--- src/rtl/kpl_pkg.sv ---
// Package for the keypad PIN lock controller: request types, mode and event codes,
// key codes and sizing constants. No dependencies.
`timescale 1ns / 1ps
`default_nettype none

package kpl_pkg;

    // Longest entry or stored PIN, in symbols.
    localparam int MAX_SYMBOLS = 16;
    localparam int CNT_W       = $clog2(MAX_SYMBOLS + 1);
    localparam int IDX_W       = $clog2(MAX_SYMBOLS);
    localparam int SYM_W       = 4;
    localparam int CFG_IDX_W   = 2;
    localparam int CFG_DATA_W  = 16;

    localparam logic [4:0]  MIN_LEN_RESET    = 5'd4;
    localparam logic [15:0] HOLD_MS_RESET    = 16'd4000;

    localparam logic [7:0] KEY_0     = 8'h30;
    localparam logic [7:0] KEY_9     = 8'h39;
    localparam logic [7:0] KEY_HASH  = 8'h23;
    localparam logic [7:0] KEY_ENTER = 8'h41;
    localparam logic [7:0] KEY_BACK  = 8'h42;
    localparam logic [7:0] KEY_CLEAR = 8'h43;
    localparam logic [7:0] KEY_DEL   = 8'h44;
    localparam logic [7:0] KEY_MASK  = 8'h2A;
    localparam logic [7:0] KEY_NONE  = 8'h20;

    localparam logic [SYM_W-1:0] SYM_HASH = 4'd10;

    typedef enum logic [2:0] {
        MODE_INIT      = 3'd0,
        MODE_TRY       = 3'd1,
        MODE_SET_FIRST = 3'd2,
        MODE_CONFIRM   = 3'd3,
        MODE_NEW       = 3'd4,
        MODE_OPEN      = 3'd5,
        MODE_RESET     = 3'd6
    } mode_t;

    typedef enum logic [3:0] {
        EV_NONE    = 4'd0,
        EV_SHORT   = 4'd1,
        EV_LONG    = 4'd2,
        EV_SAVED   = 4'd3,
        EV_CORRECT = 4'd4,
        EV_WRONG   = 4'd5,
        EV_UNUSED  = 4'd6,
        EV_CLOSED  = 4'd7,
        EV_FACTORY = 4'd8
    } event_t;

    typedef enum logic [CFG_IDX_W-1:0] {
        CFG_MIN_PIN_LENGTH = 2'd0,
        CFG_RESET_HOLD_MS  = 2'd1
    } cfg_index_t;

    typedef struct packed {
        logic [7:0]  key_char;
        logic [15:0] press_ms;
    } key_req_t;

    typedef struct packed {
        logic [2:0]  lock_mode;
        logic [4:0]  entry_length;
        logic [3:0]  last_symbol;
        logic        display_masked;
        logic        lamp_on;
        logic [3:0]  event_code;
    } lock_rsp_t;

endpackage

`default_nettype wire

--- src/rtl/keypad_pin_lock_controller.sv ---
// Keypad PIN lock controller top level: input register, mode decision and entry
// editing, result register. Depends on kpl_pkg.
//
//   Channel   Signals                                   Carries
//   in        in_valid, in_ready, in_data               key request (key_char, press_ms)
//   out       out_valid, out_ready, out_data            result (mode, entry, mask, lamp, event)
//   cfg       cfg_valid, cfg_ready, cfg_index, cfg_data register write, always ready
//
// One key request is taken every cycle unless the result side stalls; a request is
// held in the input register first, then its result goes into the result register.
// The longest path is the 16-symbol PIN compare feeding the mode decision.
// Reset clears mode, counts, flags and both pipeline valids; the symbol arrays are
// left as they are, since only entries below a count are ever read.
// A stalled result holds the input register, and the input side stalls only when both
// registers are full.
`timescale 1ns / 1ps
`default_nettype none

module keypad_pin_lock_controller
    import kpl_pkg::*;
(
    input  wire logic                  clk,
    input  wire logic                  rst_n,
    input  wire logic                  in_valid,
    output      logic                  in_ready,
    input  wire key_req_t              in_data,
    output      logic                  out_valid,
    input  wire logic                  out_ready,
    output      lock_rsp_t             out_data,
    input  wire logic                  cfg_valid,
    output      logic                  cfg_ready,
    input  wire logic [CFG_IDX_W-1:0]  cfg_index,
    input  wire logic [CFG_DATA_W-1:0] cfg_data
);

    logic              in_valid_reg;
    key_req_t          in_reg;
    logic              out_valid_reg;
    lock_rsp_t         out_reg;
    logic              advance;

    logic [4:0]        min_len_reg;
    logic [15:0]       hold_ms_reg;

    mode_t             mode_reg, mode_next;
    logic [CNT_W-1:0]  cnt_reg, cnt_next;
    logic              mask_reg, mask_next;
    logic              lamp_reg, lamp_next;
    logic [CNT_W-1:0]  scnt_reg, scnt_next;
    logic              svalid_reg, svalid_next;
    logic [SYM_W-1:0]  entry_reg [MAX_SYMBOLS];
    logic [SYM_W-1:0]  entry_next [MAX_SYMBOLS];
    logic [SYM_W-1:0]  stored_reg [MAX_SYMBOLS];

    event_t            ev;
    logic              wr_sym;
    logic              save_pin;
    logic              is_sym;
    logic [SYM_W-1:0]  sym_val;
    logic              long_clear;
    logic              pin_match;
    logic [MAX_SYMBOLS-1:0] sym_eq;
    logic [SYM_W-1:0]  last_sym;
    lock_rsp_t         rsp;

    assign advance   = in_valid_reg && (!out_valid_reg || out_ready);
    assign in_ready  = !in_valid_reg || advance;
    assign out_valid = out_valid_reg;
    assign out_data  = out_reg;
    assign cfg_ready = 1'b1;

    always_ff @(posedge clk or negedge rst_n)
    begin
        if (!rst_n)
        begin
            min_len_reg <= MIN_LEN_RESET;
            hold_ms_reg <= HOLD_MS_RESET;
        end
        else if (cfg_valid)
        begin
            case (cfg_index)
                CFG_MIN_PIN_LENGTH: min_len_reg <= cfg_data[4:0];
                CFG_RESET_HOLD_MS:  hold_ms_reg <= cfg_data;
                default:            ;
            endcase
        end
    end

    // Key classification.
    assign is_sym  = (in_reg.key_char inside {[KEY_0:KEY_9], KEY_HASH});
    assign sym_val = (in_reg.key_char == KEY_HASH) ? SYM_HASH
                                                   : SYM_W'(in_reg.key_char - KEY_0);
    assign long_clear = (mode_reg != MODE_INIT) && (mode_reg != MODE_SET_FIRST)
                        && (in_reg.key_char == KEY_CLEAR)
                        && (in_reg.press_ms > hold_ms_reg);

    // Only symbols below the entry count take part in the match.
    always_comb
    begin
        for (int i = 0; i < MAX_SYMBOLS; i++)
        begin
            sym_eq[i] = (CNT_W'(i) >= cnt_reg) || (stored_reg[i] == entry_reg[i]);
        end
    end
    assign pin_match = svalid_reg && (scnt_reg == cnt_reg) && (&sym_eq);

    // Next mode and event, plus the editing actions that go with them.
    always_comb
    begin
        mode_next   = mode_reg;
        ev          = EV_NONE;
        cnt_next    = cnt_reg;
        mask_next   = mask_reg;
        lamp_next   = lamp_reg;
        scnt_next   = scnt_reg;
        svalid_next = svalid_reg;
        wr_sym      = 1'b0;
        save_pin    = 1'b0;
        if (long_clear)
        begin
            mode_next = MODE_RESET;
        end
        else if (mode_reg == MODE_INIT)
        begin
            mode_next = svalid_reg ? MODE_TRY : MODE_SET_FIRST;
        end
        else if (mode_reg == MODE_OPEN)
        begin
            if (in_reg.key_char == KEY_BACK)
            begin
                lamp_next = 1'b0;
                mode_next = MODE_TRY;
                ev        = EV_CLOSED;
            end
            else if (in_reg.key_char != KEY_NONE)
            begin
                ev = EV_UNUSED;
            end
        end
        else if (in_reg.key_char == KEY_NONE)
        begin
            ev = EV_NONE;
        end
        else if (in_reg.key_char == KEY_DEL)
        begin
            if (cnt_reg != '0)
            begin
                cnt_next = cnt_reg - CNT_W'(1);
            end
        end
        else if (in_reg.key_char == KEY_CLEAR)
        begin
            cnt_next = '0;
        end
        else if ((in_reg.key_char == KEY_ENTER) && (cnt_reg < CNT_W'(min_len_reg))
                 || ((in_reg.key_char == KEY_ENTER) && (min_len_reg > 5'(MAX_SYMBOLS))))
        begin
            cnt_next = '0;
            ev       = EV_SHORT;
        end
        else if (is_sym && (cnt_reg >= CNT_W'(MAX_SYMBOLS)))
        begin
            cnt_next = '0;
            ev       = EV_LONG;
        end
        else if (in_reg.key_char == KEY_MASK)
        begin
            mask_next = !mask_reg;
        end
        else if (is_sym)
        begin
            wr_sym   = 1'b1;
            cnt_next = cnt_reg + CNT_W'(1);
        end
        else if ((in_reg.key_char == KEY_BACK) && (mode_reg != MODE_SET_FIRST))
        begin
            mode_next = (mode_reg == MODE_TRY) ? MODE_CONFIRM : MODE_TRY;
        end
        else if (in_reg.key_char == KEY_ENTER)
        begin
            if ((mode_reg == MODE_SET_FIRST) || (mode_reg == MODE_NEW))
            begin
                save_pin    = 1'b1;
                scnt_next   = cnt_reg;
                svalid_next = 1'b1;
                mode_next   = MODE_TRY;
                ev          = EV_SAVED;
            end
            else if (pin_match)
            begin
                ev = EV_CORRECT;
                case (mode_reg)
                    MODE_TRY:     mode_next = MODE_OPEN;
                    MODE_CONFIRM: mode_next = MODE_NEW;
                    default:
                    begin
                        svalid_next = 1'b0;
                        scnt_next   = '0;
                        mask_next   = 1'b1;
                        lamp_next   = 1'b0;
                        mode_next   = MODE_INIT;
                        ev          = EV_FACTORY;
                    end
                endcase
            end
            else
            begin
                cnt_next = '0;
                ev       = EV_WRONG;
            end
        end
        else
        begin
            ev = EV_UNUSED;
        end
        if (mode_next != mode_reg)
        begin
            cnt_next = '0;
            if (mode_next == MODE_OPEN)
            begin
                lamp_next = 1'b1;
            end
        end
    end

    always_comb
    begin
        for (int i = 0; i < MAX_SYMBOLS; i++)
        begin
            entry_next[i] = entry_reg[i];
        end
        if (wr_sym)
        begin
            entry_next[cnt_reg[IDX_W-1:0]] = sym_val;
        end
    end

    // Result formed from the updated entry.
    always_comb
    begin
        last_sym = (cnt_next != '0) ? entry_next[IDX_W'(cnt_next - CNT_W'(1))] : '0;
        rsp.lock_mode      = mode_next;
        rsp.entry_length   = 5'(cnt_next);
        rsp.last_symbol    = last_sym;
        rsp.display_masked = mask_next;
        rsp.lamp_on        = lamp_next;
        rsp.event_code     = ev;
    end

    always_ff @(posedge clk or negedge rst_n)
    begin
        if (!rst_n)
        begin
            in_valid_reg  <= 1'b0;
            out_valid_reg <= 1'b0;
            mode_reg      <= MODE_INIT;
            cnt_reg       <= '0;
            mask_reg      <= 1'b1;
            lamp_reg      <= 1'b0;
            scnt_reg      <= '0;
            svalid_reg    <= 1'b0;
        end
        else
        begin
            if (in_ready)
            begin
                in_valid_reg <= in_valid;
            end
            if (advance)
            begin
                out_valid_reg <= 1'b1;
            end
            else if (out_ready)
            begin
                out_valid_reg <= 1'b0;
            end
            if (advance)
            begin
                mode_reg   <= mode_next;
                cnt_reg    <= cnt_next;
                mask_reg   <= mask_next;
                lamp_reg   <= lamp_next;
                scnt_reg   <= scnt_next;
                svalid_reg <= svalid_next;
            end
        end
    end

    always_ff @(posedge clk)
    begin
        if (in_valid && in_ready)
        begin
            in_reg <= in_data;
        end
        if (advance)
        begin
            out_reg <= rsp;
            for (int i = 0; i < MAX_SYMBOLS; i++)
            begin
                entry_reg[i] <= entry_next[i];
                if (save_pin)
                begin
                    stored_reg[i] <= entry_reg[i];
                end
            end
        end
    end

    a_cnt_range: assert property (@(posedge clk) disable iff (!rst_n)
        cnt_reg <= CNT_W'(MAX_SYMBOLS))
        else $error("entry count beyond capacity");

    a_wiped_pin: assert property (@(posedge clk) disable iff (!rst_n)
        !svalid_reg |-> (scnt_reg == '0))
        else $error("stored count set without a saved PIN");

    a_open_needs_pin: assert property (@(posedge clk) disable iff (!rst_n)
        (mode_reg == MODE_OPEN) |-> svalid_reg)
        else $error("lock open with no saved PIN");

    a_result_follows: assert property (@(posedge clk) disable iff (!rst_n)
        advance |=> out_valid_reg)
        else $error("processed request produced no result");

endmodule

`default_nettype wire

--- config.mk ---
export PLATFORM = sky130hd
export DESIGN_NAME = keypad_pin_lock_controller
export DESIGN_NICKNAME = d
export VERILOG_FILES = /design/src/rtl/kpl_pkg.sv /design/src/rtl/keypad_pin_lock_controller.sv
export SDC_FILE = /design/constraint.sdc
export NUM_CORES = 1
export LEC_CHECK = 0
export ABC_AREA = 1
export BUFFER_PORTS_ARGS = -buffer_cell sky130_fd_sc_hd__buf_2
export CAP_MARGIN = 10
export CORE_MARGIN = 10
export CORE_UTILIZATION = 45
export CTS_CLUSTER_DIAMETER = 200
export DETAILED_ROUTE_END_ITERATION = 8
export PLACE_DENSITY_LB_ADDON = 0.2
export RECOVER_POWER = 25
export SLEW_MARGIN = 20
export SYNTH_ARGS = -nofsm -noshare
export SYNTH_HDL_FRONTEND = slang
export SYNTH_SLANG_ARGS = --single-unit
--- constraint.sdc ---
create_clock -name clk -period 7.3 [get_ports clk]
set_input_delay 0 -clock clk [delete_from_list [all_inputs] [get_ports clk]]
set_output_delay 0 -clock clk [all_outputs]
set_load 0.01 [all_outputs]
Word-level counts from Yosys, hierarchy flattened
Memory sizes are Yosys's and may differ from the RTL's.
Index checks and enable logic that the tools add are counted.
Storage, ports and cells
  bits in registers: 81
  latch bits: 0
  memory bits (writable): 128
  memory bits (read-only): 0
  output and inout port bits: 21
  memories kept: 2
Memories
  entry_reg: depth 16, bits a word 4, read ports 16, clocked after memory_dff 0, wr ports 16, RTL line keypad_pin_lock_controller.sv:51  | logic [SYM_W-1:0] entry_reg [MAX_SYMBOLS];
  stored_reg: depth 16, bits a word 4, read ports 16, clocked after memory_dff 0, wr ports 16, RTL line keypad_pin_lock_controller.sv:53  | logic [SYM_W-1:0] stored_reg [MAX_SYMBOLS];
Operators by class
  $add $sub $neg: 4
  $mul: 0
  divide/modulo/power cells: 0
  order comparisons: 25
  equality and inequality tests: 35
  shift-type cells: 0
  multiplexer cells: 126
  bitwise operators: 13
  reduce and logical (&&, ||, !) cells: 50
Operators with widths (number)
  $mux 5: 19
  $mux 4: 17
  $mux 1: 66
  $bwmux 64: 1
  $eq 4x4->1: 16
  $mux 64: 1
  $mux 3: 17
  $ge 4x5->1 const A: 8
  $eq 8x7->1 const B: 4
  $eq 8x6->1 const B: 3
  $ge 3x5->1 const A: 4
  $logic_or 1x1->1: 20
  $bmux 4 s4: 1
  $demux 4 s4: 1
  $gt 16x16->1: 1
  $reduce_and 16->1: 1
  $ge 5x5->1 const B: 3
  $reduce_and 15->1: 1
  $logic_and 1x1->1: 13
  $not 1->1: 11
  $ge 1x5->1 const A: 2
  $ge 2x5->1 const A: 2
  $not 4->5: 2
  $reduce_bool 5->1: 2
  other kinds (26): 37

Depth between registers and ports, before layout
Gate-level depths: netlist of the first run.
An unclocked memory read counts as a cell.
  depth after elaboration: 26
  mapped depth: 33
  gate-level depth less buffers: 32

Least setup slack after synthesis of the first run
OpenSTA, ideal clock, no wires.
  kind: register to register
  start point: reg cnt_reg[1]
  end point: reg scnt_reg[4]
  data arrival time: 5.468 ns
  data required time: 7.200 ns
  setup slack: 1.732 ns
  stages on the path, launching flop included: 20
  buffers on the path: 1
  period minus slack after synthesis: 5.568 ns
  cell sequence: dfrtp_1 > buf_4 > inv_2 > ha_1 > inv_1 > o211ai_1 > nand2_1 > nand2_1 > nand2_1 > nor2_1 > nand2_1 > nor2_1 > nand2_1 > nand2_1 > and3_1 > and2_1 > inv_1 > nor2_1 > inv_1 > o21ai_0
On the way
  cells in the longest elaborated chain, start to end: 6
RTL lines
  start: declaration: RTL line keypad_pin_lock_controller.sv:46  | logic [CNT_W-1:0] cnt_reg, cnt_next;
  start signal: assignment: RTL line keypad_pin_lock_controller.sv:280  | cnt_reg <= cnt_next;
  $ge 1x5->1 (tied with other cells): RTL line keypad_pin_lock_controller.sv:102  | sym_eq[i] = (CNT_W'(i) >= cnt_reg) || (stored_reg[i] == entry_reg[i]);
  $logic_or 1x1->1: RTL line keypad_pin_lock_controller.sv:102
  $reduce_and 16->1: RTL line keypad_pin_lock_controller.sv:105  | assign pin_match = svalid_reg && (scnt_reg == cnt_reg) && (&sym_eq);
  $logic_and 1x1->1: RTL line keypad_pin_lock_controller.sv:105
  $reduce_bool 2->1 (no line)
  $reduce_and 15->1 (no line) (*)
  end signal: assignment: RTL line keypad_pin_lock_controller.sv:283  | scnt_reg <= scnt_next;
  end: declaration: RTL line keypad_pin_lock_controller.sv:49  | logic [CNT_W-1:0] scnt_reg, scnt_next;
Every way passes the cells marked *; elsewhere a longest branch is shown, timed or not.
A chain may end at the register's enable or synchronous reset.

Worst setup path after layout of the first run
  start point: reg cnt_reg[1]
  end point: reg out_reg (netlist bit out_data[8]), data pin
On the way
  cells in the longest elaborated chain, start to end: 25
RTL lines
  $ge 1x5->1 (tied with other cells): RTL line keypad_pin_lock_controller.sv:102
  $logic_or 1x1->1: RTL line keypad_pin_lock_controller.sv:102
  $reduce_and 16->1: RTL line keypad_pin_lock_controller.sv:105
  $logic_and 1x1->1: RTL line keypad_pin_lock_controller.sv:105
  $mux 3: RTL line keypad_pin_lock_controller.sv:189  | else if (pin_match)
  $mux 3: RTL line keypad_pin_lock_controller.sv:181  | if ((mode_reg == MODE_SET_FIRST) || (mode_reg == MODE_NEW))
  $mux 3: RTL line keypad_pin_lock_controller.sv:179  | else if (in_reg.key_char == KEY_ENTER)
  $mux 3: RTL line keypad_pin_lock_controller.sv:175  | else if ((in_reg.key_char == KEY_BACK) && (mode_reg != MODE_SET_FIRST))
  [... 8 more ...]
  $mux 3: RTL line keypad_pin_lock_controller.sv:123  | else if (mode_reg == MODE_INIT)
  $mux 3: RTL line keypad_pin_lock_controller.sv:119  | if (long_clear)
  $ne 3x3->1: RTL line keypad_pin_lock_controller.sv:216  | if (mode_next != mode_reg)
  $mux 5: RTL line keypad_pin_lock_controller.sv:216
  $sub 4x1->4: RTL line keypad_pin_lock_controller.sv:241  | last_sym = (cnt_next != '0) ? entry_next[IDX_W'(cnt_next - CNT_W'(1))] : '0;
  $not 4->5 (not written as such): RTL line keypad_pin_lock_controller.sv:241
  $bmux 4 s4: RTL line keypad_pin_lock_controller.sv:241
  $mux 4 (not written as such) (2 in a row): RTL line keypad_pin_lock_controller.sv:241
  end signal: assignment: RTL line keypad_pin_lock_controller.sv:297  | out_reg <= rsp;
  end: declaration: RTL line keypad_pin_lock_controller.sv:39  | lock_rsp_t out_reg;
Parallel ways exist; a longest one is shown, timed or not. The select of a mux whose other input is x is not followed.

==> flow_metrics.tcl, run 1 <==
set metrics [dict create \
    placed_cells 1638 \
    cp.arrival_ns 5.74 \
    detail_route.wl_per_cell_um 17.2 \
    rsz0062_at_grt "false" \
    finalSetupTns_ns 0 \
    violations "negative hold slack, max-capacitance violations, max-slew violations" \
    yosysWarnings 0 \
    critPathRequiredTime_ns 7.56 \
    grt_max_degree 48 \
    cts.sinks 209 \
    io_pins 68 \
    dp_slack_ns 2.00 \
    n_fill_cell 2269 \
    worst_pin_slew_ns 2.21 \
    synth-edff-count 170 \
    power-per-cell-area_mw_per_mm2 332 \
    rows 58 \
    critPathMaxStageDelay_ns 0.81 \
    first_global_vias 8637 \
    fin_ws_ns 1.82 \
    antenna_found_initial 0 \
    cp_cell_sequence "inv_2, ha_1, inv_1, o211ai_1, o21ai_0, nand2_1, nand3_1, nor2_1, nand2_1, nand2_1, nand2_1, nand3_1, nand2_1, nand2_2, nand3_1, nand2_2, nor2_8, nand3_4, ha_1, inv_1, nand3_1, nand3_1, nand3_1, a21oi_1" \
    path_clk_slew_ns 0.06 \
    area_growth_pct 16.2 \
    endpoint_kind "flip-flop" \
    io_buffers 66 \
    cts_made_buffers 24 \
    clock_skew_ns 0.0249 \
    total_power_w 0.00444 \
    setup_viol 0 \
    antenna_left 0 \
    slew_headroom -0.473 \
    die_w_um 180 \
    maxCapViolCount 1 \
    final.period_utilization 0.750 \
    grt_overflow_total 0 \
    dp_hpwl_um 20900 \
    clock_path_buffers 3 \
    maxSlewViolCount 40 \
    syn_area_mm2 0.0115 \
    fin_crit_ns 5.48 \
    diodes 0 \
    cts_tree "yes" \
    wl_um 29800 \
    ys_types 54 \
    ys_seq_elements 209 \
    cts_max_level 1 \
    criticalPathCategory "reg2reg" \
    vias 9042 \
    syn_inst 1270 \
    drtPass1Iterations 5 \
    drcViolationCount 0 \
    via_per_inst 5.22 \
    start_util 0.457 \
    r2r_slack_ns 1.82 \
    yosysSeqAreaShare 0.529 \
    dieArea_mm2 0.0324 \
    synthArstFlopShare 0.187 \
    cts-root-buf "clkbuf_16" \
    syn-num-nets 1344 \
    max_freq_mhz 183 \
    crit_path_start_kind "flip-flop" \
    drt-initial-drc-count 762 \
    fp.dieH_um 180 \
    layout.nets 1459 \
    hp-class "in2reg" \
    instances_no_fill 1733 \
    grt_pass1_wl_um 47600 \
    clkLatencyLatePin_ns 0.54 \
    status "finished, violations left" \
    crit_top_cell "nand3_1" \
    peakVddDrop_uv 179 \
    syn_avg_cell_area_um2 9.07 \
    cts_setup_buffers 0 \
    core_mm2 0.0252 \
    critPathSlowestCell "ha_1" \
    final_hold_viol_count 1 \
    grt_util_all_layers 0.178 \
    synth-main-ff-cell "edfxtp_1" \
    leakage_nw 6.02 \
    drive_above_1_share 0.118 \
    worstPathMaxFanout 36 \
    whs_ns -0.00567 \
    gp_congestion 0.965 \
]
==> worst paths after layout <==
path / cells after the start / start / endpoint
setup / recovery: 24 / cnt_reg[1] / out_data[8]
hold / removal: 3 / cfg_valid / hold_ms_reg[8]
setup reg to reg: 24 / cnt_reg[1] / out_data[8]
hold reg to reg: 2 / hold_ms_reg[8] / hold_ms_reg[8]
max in group asynchronous: 2 / rst_n / mode_reg[0]
min in group asynchronous: 2 / rst_n / hold_ms_reg[12]
==> cell usage in the layout, fill, tap and decap left out, types with 8 or more instances in the layout <==
| cell | instances |
|---|---|
| dfrtp_1 | 31 |
| xnor2_1 | 22 |
| nand3_1 | 96 |
| edfxtp_1 | 170 |
| ha_1 | 27 |
| nor2_1 | 94 |
| dlygate4sd3_1 | 50 |
| inv_1 | 178 |
| o21a_1 | 61 |
| a21oi_1 | 37 |
| dfstp_2 | 8 |
| nand2_2 | 11 |
| clkbuf_16 | 24 |
| xor2_1 | 24 |
| clkbuf_1 | 12 |
| inv_2 | 16 |
| buf_2 | 64 |
| nand2_1 | 300 |
| nand4_1 | 47 |
| o21ai_0 | 41 |
==> stage by stage <==
stage	util	instance area, um^2
global placement	0.481	12100
detailed placement	0.481	12100
finish	0.531	13400
floorplan	-	11500
global route	0.531	13400
CTS	0.531	13400
==> power breakdown <==
| part | internal [W] | leakage (nW) | switching, W |
|---|---|---|---|
| Clock | 0.000692 | 0.369 | 0.000477 |
| Sequential | 0.00149 | 2.05 | 0.000135 |
| Combinational | 0.000517 | 3.61 | 0.00112 |
==> layer usage <==
layer,wire length (um),up-vias,track usage
met5,0,-,0
met4,656,0,0.0447
met3,1810,50,0.0329
met2,13300,263,0.279
met1,14000,4240,0.249
li1,-,4489,-
==> worst max-delay path: cells and delay by family, from the launching register on <==
family          cells  cell delay [ns]
buf+inv             3             0.76
flops               1             0.71
simple gates       16             2.14
fa+ha+maj           2             1.12
compound gates      3             0.42
==> layout make-up <==
type,instances,area (um^2),share of cell area
flip-flops and latches,209,6090,0.455
well taps,330,413,0.0309
repair buffers,120,862,0.0644
inverters,200,763,0.0570
multi-input cells,830,4480,0.335
clock inverters,9,115,0.00860
clock buffers,35,652,0.0487
==> what timing repair did <==
action                                 CTS  global route
gates resized for setup                  0             0
endpoints found under the hold margin   78             0
hold buffers                            50             0
==> synth_stat cells, types with 6 or more instances <==
| master | instances | share of area |
|---|---|---|
| xnor2_1 | 22 | 0.017 |
| nor2_1 | 96 | 0.031 |
| nand2_2 | 11 | 0.0060 |
| nor3_1 | 7 | 0.0030 |
| buf_6 | 6 | 0.0059 |
| inv_2 | 16 | 0.0052 |
| xor2_1 | 24 | 0.018 |
| dfrtp_1 | 31 | 0.067 |
| a21oi_1 | 37 | 0.016 |
| edfxtp_1 | 170 | 0.44 |
| nand3_1 | 96 | 0.042 |
| inv_1 | 179 | 0.058 |
| buf_2 | 10 | 0.0043 |
| ha_1 | 27 | 0.029 |
| nand2_1 | 300 | 0.098 |
| nand4_1 | 47 | 0.026 |
| nor2_2 | 6 | 0.0033 |
| o21a_1 | 61 | 0.040 |
| dfstp_2 | 8 | 0.018 |
| o21ai_0 | 41 | 0.018 |
| clkbuf_1 | 11 | 0.0036 |
==> cell families (layout without fill, tap and decap cells) <==
group,count (synthesis),in the layout,share of synthesized area
XOR/XNOR,46,46,0.0350
AO/OA/AOI/OAI,168,168,0.0916
buffers and inverters,231,364,0.0826
flip-flops,209,209,0.529
other,1,1,0.000326
AND/OR/NAND/NOR,588,588,0.232
adder cells (fa/ha/maj),27,27,0.0293
Power figures use the tool's default switching activity.
==> run 2: changes to the inputs <==
==> constraint.sdc (replaced) <==
create_clock -name clk -period 4.8 [get_ports clk]
set_input_delay 0 -clock clk [delete_from_list [all_inputs] [get_ports clk]]
set_output_delay 0 -clock clk [all_outputs]
set_load 0.01 [all_outputs]
==> run 2 against run 1 <==
Against the previous run: critical path depth grew 3; via count grew 0.12%; the flow finishes with violations (max-capacitance violations, max-slew violations); sequential cell count unchanged; non-clock buffer count grew 5; largest power group unchanged; first-iteration DRC count increased by 5.2%; count of clock-buffer cells in the layout down 6; clock skew down 0.0092 ns.
==> flow_metrics.tcl, run 2 (same netlist as run 1, synthesis figures left out) <==
set metrics [dict create \
    crit_path_start_kind "flip-flop" \
    layout_commonest_cell "nand2_1" \
    first_global_vias 9065 \
    violations "max-capacitance violations, max-slew violations" \
    worst_pin_slew_ns 2.20 \
    p_comb_frac 0.369 \
    drtPass1Iterations 5 \
    maxSlewViolCount 40 \
    vias 9053 \
    die_w_um 180 \
    clockPowerShare 0.273 \
    fp.dieH_um 180 \
    worstReg2RegStart "cnt_reg[1]" \
    final_util 0.536 \
    criticalPathCategory "reg2reg" \
    detail_route.wl_per_cell_um 17.1 \
    endpoint "out_data[6]" \
    maxCapViolCount 1 \
    crit_top_cell "nand2_1" \
    cts_max_level 1 \
    p_switching_w 0.00264 \
    area_growth_pct 17.2 \
    drive_above_1_share 0.126 \
    io_buffers 66 \
    drcViolationCount 0 \
    hp-start "cfg_index[1]" \
    antenna_found_initial 0 \
    wl_um 29700 \
    rsz0062_at_grt "false" \
    grt_max_degree 49 \
    cp.arrival_ns 4.57 \
    final.period_utilization 0.901 \
    drt-initial-drc-count 802 \
    clkLatencyLatePin_ns 0.53 \
    cts_tree "yes" \
    core_mm2 0.0252 \
    final_cell_mix "300 x nand2_1, 178 x inv_1, 170 x edfxtp_1" \
    critPathMaxStageDelay_ns 0.52 \
    grt_pass1_wl_um 48500 \
    switching_share 0.383 \
    path_delay_family "simple AND/OR/NAND/NOR gates" \
    critPathBufInv 4 \
    path_clk_slew_ns 0.06 \
    cts_made_buffers 24 \
    cts-root-buf "clkbuf_16" \
    hp-class "in2reg" \
    peakVddDrop_uv 342 \
    leakage_nw 6.07 \
    max_freq_mhz 231 \
    cts.sinks 209 \
    critPathSlowestCell "dfrtp_2" \
    clock_path_buffers 3 \
    grt_overflow_total 0 \
    gp_congestion 0.979 \
    crit_cells 27 \
    critPathRequiredTime_ns 5.04 \
    power-per-cell-area_mw_per_mm2 512 \
    r2r_slack_ns 0.48 \
    status "finished, violations left" \
    r2r_cells 27 \
    clock_skew_ns 0.0157 \
    dieArea_mm2 0.0324 \
    crit_start "cnt_reg[1]" \
    via_per_inst 5.21 \
    rows 58 \
    fin_crit_ns 4.32 \
    start_util 0.457 \
    setup_viol 0 \
    worstPathMaxFanout 17 \
    diodes 0 \
    p_seq_frac 0.358 \
    finalSetupTns_ns 0 \
    grt_util_all_layers 0.180 \
    internal_power_w 0.00426 \
    endpoint_kind "flip-flop" \
    dp_hpwl_um 20900 \
    slew_headroom -0.465 \
    final_hold_viol_count 0 \
    layout.nets 1464 \
    io_pins 68 \
    antenna_left 0 \
    timing.rr.end "out_data[6]" \
]
## run 2: per-layer routing
metal | part of all wire | global-route usage
met1 | 0.45 | 0.244
met5 | 0 | 0
met2 | 0.46 | 0.287
met3 | 0.061 | 0.0299
met4 | 0.028 | 0.0559
## run 2: what timing repair did
| item | CTS | global route |
|---|---|---|
| resized for setup | 1 | 4 |
| endpoints found under the setup margin | 1 | 4 |
| hold buffers | 48 | 0 |
| pin swaps | 0 | 0 |
| setup buffers | 0 | 0 |
| hold endpoints to repair | 78 | 0 |
## run 2: per-stage QoR
stage          total power, W  instance area, um^2  cells  setup WS (ns)  hold WS [ns]
3_5_place_dp          0.00497                12200   1646         0.0112         0.178
3_3_place_gp          0.00493                12200   1645          0.232         0.176
5_1_grt               0.00735                13500   1738          0.137         0.168
6_report              0.00691                13500   1738          0.477        0.0815
2_1_floorplan         0.00434                11500   1270          0.447        -0.296
4_1_cts               0.00691                13500   1738          0.231        0.0752
## run 2: power groups by stage
| stage | Combinational, W | Sequential (W) | Clock, W |
|---|---|---|---|
| 6_report | 0.00255 | 0.00247 | 0.00188 |
| 3_5_place_dp | 0.00247 | 0.00250 | 0 |
| 5_1_grt | 0.00284 | 0.00250 | 0.00201 |
| 3_3_place_gp | 0.00243 | 0.00250 | 0 |
| 2_1_floorplan | 0.00189 | 0.00245 | 0 |
| 4_1_cts | 0.00252 | 0.00247 | 0.00193 |
## run 2: worst min-delay path by stage
stage | to | slack (ns) | cells past startpoint
final | hold_ms_reg[7] | 0.08 | 3
after global routing | hold_ms_reg[7] | 0.17 | 3
after CTS | hold_ms_reg[7] | 0.08 | 3
after detailed placement | in_reg[9] | 0.18 | 1
after global placement | in_reg[11] | 0.18 | 1
after floorplan | cnt_reg[0] | -0.30 | 0
## run 2: layout make-up
type | count | area [um^2]
clock buffer | 29 | 641
multi-input combinational | 830 | 4500
sequential | 209 | 6090
tap | 330 | 413
clock inverter | 15 | 178
fill | 2286 | 11700
timing repair buffer | 125 | 907
inverter | 200 | 763
## run 2: worst min-delay path: stages
cell and delay [ns]:
buf_2 0.09, nand3b_1 0.38, a21oi_1 0.13
==> run 3: changes to the inputs <==
--- a/config.mk
+++ b/config.mk
@@ -6,7 +6,7 @@
 export NUM_CORES = 1
 export LEC_CHECK = 0
 export ABC_AREA = 1
-export BUFFER_PORTS_ARGS = -buffer_cell sky130_fd_sc_hd__buf_2
+export BUFFER_PORTS_ARGS = -buffer_cell sky130_fd_sc_hd__clkbuf_2
 export CAP_MARGIN = 10
 export CORE_MARGIN = 10
 export CORE_UTILIZATION = 45
==> run 3 against run 2 <==
Against the previous run: the run still ends with max-capacitance violations, max-slew violations left; core utilization up 0.074 points; final cell count is 0.23% higher; combinational power barely moved; first-iteration DRC count grew 1.4%; largest power group unchanged; highest routed layer unchanged.
==> flow_metrics.tcl, run 3 (same netlist as run 1, synthesis figures left out) <==
set metrics [dict create \
    status "finished, violations left" \
    violations "max-capacitance violations, max-slew violations" \
    fp.dieH_um 180 \
    dp_hpwl_um 20800 \
    io_pins 68 \
    instances_no_fill 1742 \
    io_buffers 66 \
    r2r_cells 26 \
    timing.rr.end "out_data[8]" \
    internal_power_w 0.00422 \
    power-per-cell-area_mw_per_mm2 510 \
    final_cell_mix "300 x nand2_1, 178 x inv_1, 170 x edfxtp_1" \
    worstReg2RegStart "cnt_reg[0]" \
    cts_setup_buffers 0 \
    diodes 0 \
    min_path_cells 3 \
    worst_pin_slew_ns 2.20 \
    criticalPathCategory "reg2reg" \
    start_util 0.457 \
    crit_path_start_kind "flip-flop" \
    cts.sinks 209 \
    whs_ns 0.0970 \
    drtPass1Iterations 6 \
    clock_skew_ns 0.00968 \
    via_per_inst 5.24 \
    hp-class "in2reg" \
    cts_tree "yes" \
    layout.nets 1468 \
    clkLatencyLatePin_ns 0.52 \
    drt-initial-drc-count 813 \
    setup_viol 0 \
    worstPathMaxFanout 16 \
    layout_commonest_cell "nand2_1" \
    placed_cells 1646 \
    total_power_w 0.00689 \
    grt_max_degree 49 \
    maxSlewViolCount 40 \
    clock_path_buffers 3 \
    path_clk_slew_ns 0.06 \
    dieArea_mm2 0.0324 \
    whs_endpoint "hold_ms_reg[5]" \
    peakVddDrop_uv 408 \
    rsz0062_at_grt "false" \
    gp_congestion 0.966 \
    cp.arrival_ns 4.84 \
    detail_route.wl_per_cell_um 17.1 \
    n_fill_cell 2256 \
    p_seq_frac 0.360 \
    fin_area_mm2 0.0135 \
    antenna_left 0 \
    drive_above_1_share 0.128 \
    first_global_vias 9029 \
    final_hold_viol_count 0 \
    max_freq_mhz 224 \
    r2r_slack_ns 0.33 \
    drcViolationCount 0 \
    core_mm2 0.0252 \
    grt_pass1_wl_um 47800 \
    fin_crit_ns 4.47 \
    leakage_nw 6.11 \
    vias 9135 \
    p_comb_frac 0.369 \
    critPathRequiredTime_ns 5.17 \
    area_growth_pct 17.3 \
    antenna_found_initial 0 \
    wl_um 29800 \
    grt_util_all_layers 0.177 \
    finalSetupTns_ns 0 \
    cts_max_level 1 \
    cts_made_buffers 24 \
    clockPowerShare 0.271 \
    p_switching_w 0.00267 \
    switching_share 0.387 \
    endpoint_kind "flip-flop" \
    cts-root-buf "clkbuf_16" \
    dpl_cell_area_mm2 0.0122 \
    hp-start "cfg_index[0]" \
    rows 58 \
    die_w_um 180 \
    final.period_utilization 0.931 \
    grt_overflow_total 0 \
    slew_headroom -0.469 \
    maxCapViolCount 1 \
]
[run 3: changes by cell type in the layout (fill, tap and decap cells not counted), moves of 2 or more]
cell / delta
clkbuf_2: +63
buf_2: -61
clkbuf_1: -3
clkinv_1: -3
clkinv_2: +3
dlygate4sd3_1: +3
clkinv_4: -2
dfrtp_1: +2
dfrtp_2: -2
[run 3: how the worst max path moves through the flow]
stage,start,end,slack [ns]
finish,cnt_reg[0],out_data[8],0.33
detailed placement,cnt_reg[1],out_data[8],0.42
global placement,cnt_reg[1],out_data[8],0.59
CTS,cnt_reg[1],out_data[8],0.38
floorplan,cnt_reg[1],scnt_reg[4],0.45
global route,cnt_reg[0],out_data[8],0.08
[run 3: layout make-up]
class                           count  area, um^2  share of cell area
Tap cell                          330         413              0.0306
Inverter                          200         763              0.0565
Clock inverter                     15         161              0.0119
Multi-Input combinational cell    830        4480               0.332
Timing Repair Buffer              129         947              0.0701
Clock buffer                       29         651              0.0482
Sequential cell                   209        6090               0.451
[run 3: metal layers]
metal,GRT usage,vias to the layer above,part of all wire
met5,0,-,0
met4,0.0476,0,0.023
met3,0.0299,58,0.069
met2,0.290,312,0.46
met1,0.238,4268,0.45
li1,-,4497,-
[run 3: power by group through the flow]
stage / combinational, W / clock (W) / sequential, W
global route: 0.00282 / 0.00197 / 0.00251
detailed placement: 0.00246 / 0 / 0.00251
finish: 0.00254 / 0.00187 / 0.00248
floorplan: 0.00189 / 0 / 0.00245
CTS: 0.00251 / 0.00190 / 0.00248
global placement: 0.00245 / 0 / 0.00250
[run 3: timing repair]
action / 4_1_cts / 5_1_grt
hold buffers: 51 / 0
setup endpoints to repair: 0 / 1
gates resized for setup: 0 / 1
endpoints found under the hold margin: 78 / 0
[run 3: metrics by stage]
stage | utilization | setup slack [ns]
finish | 0.537 | 0.331
global route | 0.537 | 0.0753
CTS | 0.536 | 0.379
detailed placement | 0.484 | 0.417
global placement | 0.484 | 0.590
floorplan | - | 0.447
[run 3: critical path: stages (launching register included)]
cell and delay [ns]:
dfrtp_1 0.66, inv_4 0.17, ha_1 0.33, inv_1 0.14, o211ai_1 0.12, o21ai_0 0.23, nand2_1 0.14, nand3_1 0.11
nor2_1 0.05, nand2_1 0.11, nand2_1 0.11, nand3_1 0.12, nand3_1 0.09, nand3_1 0.07, nand2_1 0.09, nand2_2 0.10
nand2_2 0.07, nand2_4 0.09, nand2_2 0.11, inv_2 0.09, nand2_1 0.11, ha_1 0.34, inv_1 0.38, nand3_1 0.18
nand3_1 0.10, nand3_1 0.07, a21oi_1 0.15
